$ cat config.mk
export PLATFORM = sky130hd
export DESIGN_NAME = stable_priority_queue
export DESIGN_NICKNAME = d
export VERILOG_FILES = /design/src/rtl/spq_pkg.sv /design/src/rtl/spq_cell.sv /design/src/rtl/stable_priority_queue.sv
export SDC_FILE = /design/constraint.sdc
export NUM_CORES = 1
export LEC_CHECK = 0
export BUFFER_PORTS_ARGS = -buffer_cell sky130_fd_sc_hd__buf_4
export CELL_PAD_IN_SITES_DETAIL_PLACEMENT = 1
export CELL_PAD_IN_SITES_GLOBAL_PLACEMENT = 2
export CORE_MARGIN = 2
export CORE_UTILIZATION = 46
export CTS_CLUSTER_DIAMETER = 40
export CTS_CLUSTER_SIZE = 40
export DETAILED_ROUTE_END_ITERATION = 8
export HOLD_SLACK_MARGIN = 0.15
export PLACE_DENSITY = 0.92
export SYNTH_ARGS = -nofsm -noshare
export SYNTH_HDL_FRONTEND = slang
export SYNTH_SLANG_ARGS = --single-unit
$ cat constraint.sdc
create_clock -name i_clk -period 8.3 [get_ports i_clk]
set_clock_uncertainty 0.1 [all_clocks]
set_input_delay 0.415 -clock i_clk [delete_from_list [all_inputs] [get_ports i_clk]]
set_output_delay 0.415 -clock i_clk [all_outputs]
set_load 0.01 [all_outputs]
$ cat src/rtl/spq_pkg.sv
// ----------------------------------------------------------------------------
// spq_pkg - shared types and constants for the stable priority queue
// Queue depth, field widths, operation and status codes, cell structs.
// ----------------------------------------------------------------------------
package spq_pkg;

    localparam int QUEUE_DEPTH = 16;
    localparam int PRIO_W      = 8;
    localparam int HANDLE_W    = 16;
    localparam int STATUS_W    = 2;

    typedef enum logic {
        OP_INSERT = 1'b0,
        OP_POP    = 1'b1
    } t_op;

    typedef enum logic [STATUS_W-1:0] {
        ST_INSERTED = 2'd0,
        ST_POPPED   = 2'd1,
        ST_EMPTY    = 2'd2,
        ST_FULL     = 2'd3
    } t_status;

    // command broadcast to every cell in the same cycle
    typedef struct packed {
        logic                ins;
        logic                pop;
        logic [PRIO_W-1:0]   prio;
        logic [HANDLE_W-1:0] handle;
    } t_cmd;

    // contents of one cell as seen by its neighbours
    typedef struct packed {
        logic                valid;
        logic [PRIO_W-1:0]   prio;
        logic [HANDLE_W-1:0] handle;
    } t_entry;

endpackage

$ cat src/rtl/spq_cell.sv
// ----------------------------------------------------------------------------
// spq_cell - one slot of the sorted shift chain
// Keeps its entry, takes the new entry, takes its upper neighbour's entry
// (insert shifts down) or its lower neighbour's entry (pop shifts up).
// ----------------------------------------------------------------------------
module spq_cell (
    input  logic            i_clk,
    input  logic            i_rst_n,
    input  spq_pkg::t_cmd   i_cmd,
    input  spq_pkg::t_entry i_prev,
    input  logic            i_prev_keep,
    input  spq_pkg::t_entry i_next,
    output spq_pkg::t_entry o_entry,
    output logic            o_keep
);
    import spq_pkg::*;

    logic                r_valid;
    logic [PRIO_W-1:0]   r_prio;
    logic [HANDLE_W-1:0] r_handle;
    t_entry              n_entry;
    logic                w_keep;

    // equal priority stays ahead of the newcomer, giving arrival order on ties
    assign w_keep = r_valid && (r_prio >= i_cmd.prio);

    always_comb begin
        n_entry = '{valid: r_valid, prio: r_prio, handle: r_handle};
        if (i_cmd.ins) begin
            if (!w_keep) begin
                if (i_prev_keep) begin
                    n_entry = '{valid: 1'b1, prio: i_cmd.prio, handle: i_cmd.handle};
                end else begin
                    n_entry = i_prev;
                end
            end
        end else if (i_cmd.pop) begin
            n_entry = i_next;
        end
    end

    always_ff @(posedge i_clk) begin
        if (!i_rst_n) begin
            r_valid <= 1'b0;
        end else begin
            r_valid <= n_entry.valid;
        end
    end

    always_ff @(posedge i_clk) begin
        r_prio   <= n_entry.prio;
        r_handle <= n_entry.handle;
    end

    assign o_entry = '{valid: r_valid, prio: r_prio, handle: r_handle};
    assign o_keep  = w_keep;

endmodule

$ cat src/rtl/stable_priority_queue.sv
// ----------------------------------------------------------------------------
// stable_priority_queue - bounded priority queue, ties leave in arrival order
//
// Input channel (i_in_valid / o_in_ready) carries one operation per
// transaction: insert of a handle with its priority, or pop of the head entry.
// Output channel (o_out_valid / i_out_ready) returns exactly one result per
// input transaction: inserted, popped (with handle and priority), empty, or
// full (insert rejected). Non-pop results carry zero handle and priority.
// Storage is a chain of QUEUE_DEPTH cells kept sorted by descending priority;
// every cell decides its next contents from its neighbours.
// The result is registered and appears in the cycle after the input transaction.
// One transaction is accepted per cycle while the input is not stalled.
// The output register is refilled in the same cycle it is drained, so the
// input only stalls while a result is held and the receiver is not ready.
// Reset empties the queue and drops any pending result; no clearing pass.
// ----------------------------------------------------------------------------
module stable_priority_queue (
    input  logic                         i_clk,
    input  logic                         i_rst_n,
    input  logic                         i_in_valid,
    output logic                         o_in_ready,
    input  logic                         i_operation,
    input  logic [spq_pkg::PRIO_W-1:0]   i_priority_req,
    input  logic [spq_pkg::HANDLE_W-1:0] i_message_handle,
    output logic                         o_out_valid,
    input  logic                         i_out_ready,
    output logic [spq_pkg::STATUS_W-1:0] o_status,
    output logic [spq_pkg::HANDLE_W-1:0] o_out_handle,
    output logic [spq_pkg::PRIO_W-1:0]   o_out_priority
);
    import spq_pkg::*;

    t_entry                w_entry     [QUEUE_DEPTH];
    logic                  w_keep      [QUEUE_DEPTH];
    t_entry                w_prev      [QUEUE_DEPTH];
    logic                  w_prev_keep [QUEUE_DEPTH];
    t_entry                w_next      [QUEUE_DEPTH];
    logic [QUEUE_DEPTH-1:0] w_valid_vec;

    logic    w_accept;
    logic    w_is_pop;
    logic    w_full;
    logic    w_empty;
    t_cmd    w_cmd;

    logic                r_out_valid;
    t_status             r_status;
    logic [HANDLE_W-1:0] r_out_handle;
    logic [PRIO_W-1:0]   r_out_priority;
    t_status             n_status;
    logic [HANDLE_W-1:0] n_out_handle;
    logic [PRIO_W-1:0]   n_out_priority;

    assign o_in_ready = !r_out_valid || i_out_ready;
    assign w_accept   = i_in_valid && o_in_ready;
    assign w_is_pop   = (t_op'(i_operation) == OP_POP);

    // occupancy is a thermometer from cell 0 upward
    assign w_full  = w_entry[QUEUE_DEPTH-1].valid;
    assign w_empty = !w_entry[0].valid;

    assign w_cmd.ins    = w_accept && !w_is_pop && !w_full;
    assign w_cmd.pop    = w_accept && w_is_pop && !w_empty;
    assign w_cmd.prio   = i_priority_req;
    assign w_cmd.handle = i_message_handle;

    genvar g;
    generate
        for (g = 0; g < QUEUE_DEPTH; g++) begin : g_cell
            if (g == 0) begin : g_head
                assign w_prev[g]      = '0;
                assign w_prev_keep[g] = 1'b1;
            end else begin : g_body
                assign w_prev[g]      = w_entry[g-1];
                assign w_prev_keep[g] = w_keep[g-1];
            end
            if (g == QUEUE_DEPTH-1) begin : g_tail
                assign w_next[g] = '0;
            end else begin : g_inner
                assign w_next[g] = w_entry[g+1];
            end
            assign w_valid_vec[g] = w_entry[g].valid;

            spq_cell u_cell (
                .i_clk       (i_clk),
                .i_rst_n     (i_rst_n),
                .i_cmd       (w_cmd),
                .i_prev      (w_prev[g]),
                .i_prev_keep (w_prev_keep[g]),
                .i_next      (w_next[g]),
                .o_entry     (w_entry[g]),
                .o_keep      (w_keep[g])
            );
        end
    endgenerate

    always_comb begin
        n_out_handle   = '0;
        n_out_priority = '0;
        if (w_is_pop) begin
            if (w_empty) begin
                n_status = ST_EMPTY;
            end else begin
                n_status       = ST_POPPED;
                n_out_handle   = w_entry[0].handle;
                n_out_priority = w_entry[0].prio;
            end
        end else begin
            n_status = w_full ? ST_FULL : ST_INSERTED;
        end
    end

    always_ff @(posedge i_clk) begin
        if (!i_rst_n) begin
            r_out_valid <= 1'b0;
        end else if (o_in_ready) begin
            r_out_valid <= i_in_valid;
        end
    end

    always_ff @(posedge i_clk) begin
        if (w_accept) begin
            r_status       <= n_status;
            r_out_handle   <= n_out_handle;
            r_out_priority <= n_out_priority;
        end
    end

    assign o_out_valid    = r_out_valid;
    assign o_status       = r_status;
    assign o_out_handle   = r_out_handle;
    assign o_out_priority = r_out_priority;

    // occupied cells always form a contiguous run from the head
    a_thermometer: assert property (@(posedge i_clk) disable iff (!i_rst_n)
        (w_valid_vec & (w_valid_vec + 1'b1)) == '0)
        else $error("occupied cells not contiguous");

    // an accepted insert into a non-full queue adds exactly one entry
    a_insert_grows: assert property (@(posedge i_clk) disable iff (!i_rst_n)
        w_cmd.ins |=> ($countones(w_valid_vec) == $past($countones(w_valid_vec)) + 1))
        else $error("insert did not add one entry");

    // a pop of a non-empty queue returns a popped result next cycle
    a_pop_result: assert property (@(posedge i_clk) disable iff (!i_rst_n)
        w_cmd.pop |=> (r_out_valid && r_status == ST_POPPED))
        else $error("pop result missing");

    // chain stays sorted by descending priority
    generate
        for (g = 1; g < QUEUE_DEPTH; g++) begin : g_sorted
            a_sorted: assert property (@(posedge i_clk) disable iff (!i_rst_n)
                w_entry[g].valid |-> (w_entry[g-1].prio >= w_entry[g].prio))
                else $error("queue order broken");
        end
    endgenerate

endmodule

==> impl_results.md <==
* Finished Core Util at 0.532
* Clk Latency, worst-skew pair at 0.60 ns
* Port bufs at 56
* Crit end category: flop
* Global-route usage over all layers at 0.266
* Root buffer cell: clkbuf_16
* Critical Path RT at around 8.4 ns
* Sw frac at 0.258
* Synth top area cells: edfxtp_1, o211ai_1, nand3_1
* Yosys top cell area share at 0.539
* Outcome: complete, no violations
* Final setup vio count at 0
* Syn-to-layout area delta at 14.1%
* Drt via density at around 6.2
* Sum Neg Setup Slack at 0 ns
* Seq/Total Area, Yosys at 0.554
* Post-Syn Nets at 2290
* Worst setup path class: reg -> reg
* Initial antenna violation count at 0
* CTS Buf Count at 72
* Final HPWL DP at between 40000 and 50000 um
* Comb pwr share at 0.102
* Share of cells above drive strength 1 at 0.108
* Dominant synthesized flop cell: edfxtp_1
* Num ports at 57
* Fillers at around 5200
* Yosys reg bits at roughly 430
* Leakage at 9.61 nW
* Die height at 227 um
* Worst Tran Pin Value at ~1.3 ns
* End of the worst register-to-register path: g_cell[1].u_cell.r_handle[13]
* Final Cycle Share at 0.507
* Unrepaired setup endpoints after global routing: no
* Clock power share at 0.486
* EDFF count, synth at 410
* Min Tclk post-route at 4.21 ns
* Core area at around 49000 um2
* # diodes at 0
* Post-cts repair resize count at 0
* Highest clock rate at about 240 MHz
* Internal Power at about 4.8 mW
* Gpl congestion at roughly 0.82
* Sw Pwr at roughly 1.7 mW
* Final instance area at ~26000 um2
* Post-Syn Instances at roughly 2100
* Routed WL at around 67000 um
* First-pass GRT wire length at around 110000 um
* Final std cells w/o fill at approximately 2800
* Post-CTS Hold Fix Bufs at 3
* Die area at between 50000 and 60000 um2
* Clock-pin slew on the worst setup and hold paths at around 0.06 ns
* Worst Reg2Reg Path Length in Cells at 5
* Max cap viols at 0
* Clock buffer depth at 3
* Worst min-delay path startpoint: i_operation
* Post-route ant nets at 0
* CTS sink count at 427
* # DRC at 0
* FP Rows at 81
* Initial Util at 0.466
* Endpoint, Worst Hold: o_status[0]
* Maximum vdd drop at around 160 uV
* Placed cell count at 2694
* Worst Path Max Fanout at 51
* Hold path cells at 2
* Post-Syn Area at ~23000 um2
* Overflow left after global routing at 0
* FFs w/ async S/R, synth at 0
* Synth cell types at 37
* Count leader, synth: nand2_1
* WL/cell at between 20 and 25 um
* Setup Fix Bufs, Post-CTS at 0
* Largest net degree at the start of global routing at between 150 and 200
* Vias in the first global route at approximately 19000
* CTS tree: done
* Drt pass-1 iters at 5
* Startpoint Class: flop
* R2R Path Start: g_cell[0].u_cell.r_valid
* Max-slew violation count at 0
* DR vias at between 15000 and 20000
* Syn Area/Cell at roughly 11 um2
* Total power at ~6.5 mW
* Placed cell area at around 23000 um2
* Yosys Warn Count at 0
* Most frequent cells after synthesis: nand2_1, edfxtp_1, nand3_1
* Arrival time at the worst endpoint at about 4.3 ns
* Hold crit path type: in -> reg
* Reg2reg setup slack at 4.09 ns
* Slew HR at 0.104
* Number of H-tree levels at 3
* Final hold viol count at 0
* Largest area contributor in the netlist: edfxtp_1
* Pwr/cell area at between 200 and 250 nW/um2
* Die W at approximately 230 um
* Initial DRC Count at between 1500 and 2000
* Nets@finish at between 2000 and 2500
* Flop pwr share at 0.412
layout by cell type (no fill, tap or decap), types with 17 or more instances in the layout:
cell / count
ha_1: 120
edfxtp_1: 410
mux2i_1: 24
nand2_1: 432
nor2_1: 25
o211ai_1: 322
nand3_1: 342
and3_1: 33
inv_1: 28
dfxtp_1: 17
buf_4: 77
o21ai_0: 51
clkbuf_16: 75
nand2_2: 18
worst max-delay path, cell delays in order, from the launching register on:
cell and delay, ns:
dfxtp_1 0.94, and2_1 0.71, nor2_1 0.22, nor2_4 0.12, buf_4 0.56, o21a_1 1.12
sequential cells by signal, indices dropped and copies added (netlist names):
name,cells
o_out_valid,1
o_out_handle,16
g_cell.u_cell.r_prio,128
g_cell.u_cell.r_handle,256
g_cell.u_cell.r_valid,16
o_out_priority,8
o_status,2
routing by layer:
metal,global-route usage,vias to the layer above,wire (um)
met4,0.0819,0,1630
met1,0.372,8890,30500
li1,-,8097,-
met5,0,-,0
met3,0.0399,128,3190
met2,0.425,549,31900
kinds of logic (layout without fill, tap and decap cells):
logic type               after synthesis  after routing  synth area share
buffers and inverters                218            243            0.0411
adder cells (fa/ha/maj)              120            120            0.0658
AO/OA/AOI/OAI                        478            478             0.156
multiplexers                          24             24            0.0105
flip-flops                           427            427             0.554
AND/OR/NAND/NOR                      874            874             0.172
through the flow:
step | hold WS (ns) | setup slack (ns)
after global routing | 0.228 | 3.78
after floorplan | 0.384 | 5.20
after CTS | 0.194 | 3.99
after detailed placement | 0.433 | 4.01
after global placement | 0.421 | 4.05
final | 0.211 | 4.09
power groups by stage:
stage          sequential [mW]  clock, mW  combinational [mW]
4_1_cts                   2.67       3.21               0.666
2_1_floorplan             2.66          0               0.470
3_5_place_dp              2.71          0               0.652
6_report                  2.68       3.16               0.666
5_1_grt                   2.69       3.29               0.741
3_3_place_gp              2.71          0               0.612
how the worst max path moves through the flow:
stage                             startpoint                            end  cells after the start
floorplan                  i_priority_req[7]   g_cell[0].u_cell.r_handle[0]                      7
global placement           i_priority_req[7]   g_cell[1].u_cell.r_handle[4]                      8
detailed placement         i_priority_req[7]   g_cell[1].u_cell.r_handle[8]                      8
CTS                 g_cell[0].u_cell.r_valid  g_cell[13].u_cell.r_handle[0]                      5
global route        g_cell[0].u_cell.r_valid       g_cell[1].u_cell.r_valid                      6
finish              g_cell[0].u_cell.r_valid  g_cell[1].u_cell.r_handle[13]                      5
layout make-up:
class                           instances  area (um2)  area share
Sequential cell                       427       12700       0.486
Timing Repair Buffer                   82         648      0.0249
Clock inverter                         52         622      0.0239
Tap cell                              664         831      0.0319
Inverter                               28         105     0.00404
Multi-Input combinational cell       1496        9270       0.356
Clock buffer                           81        1910      0.0733
Power figures use the tool's default switching activity.
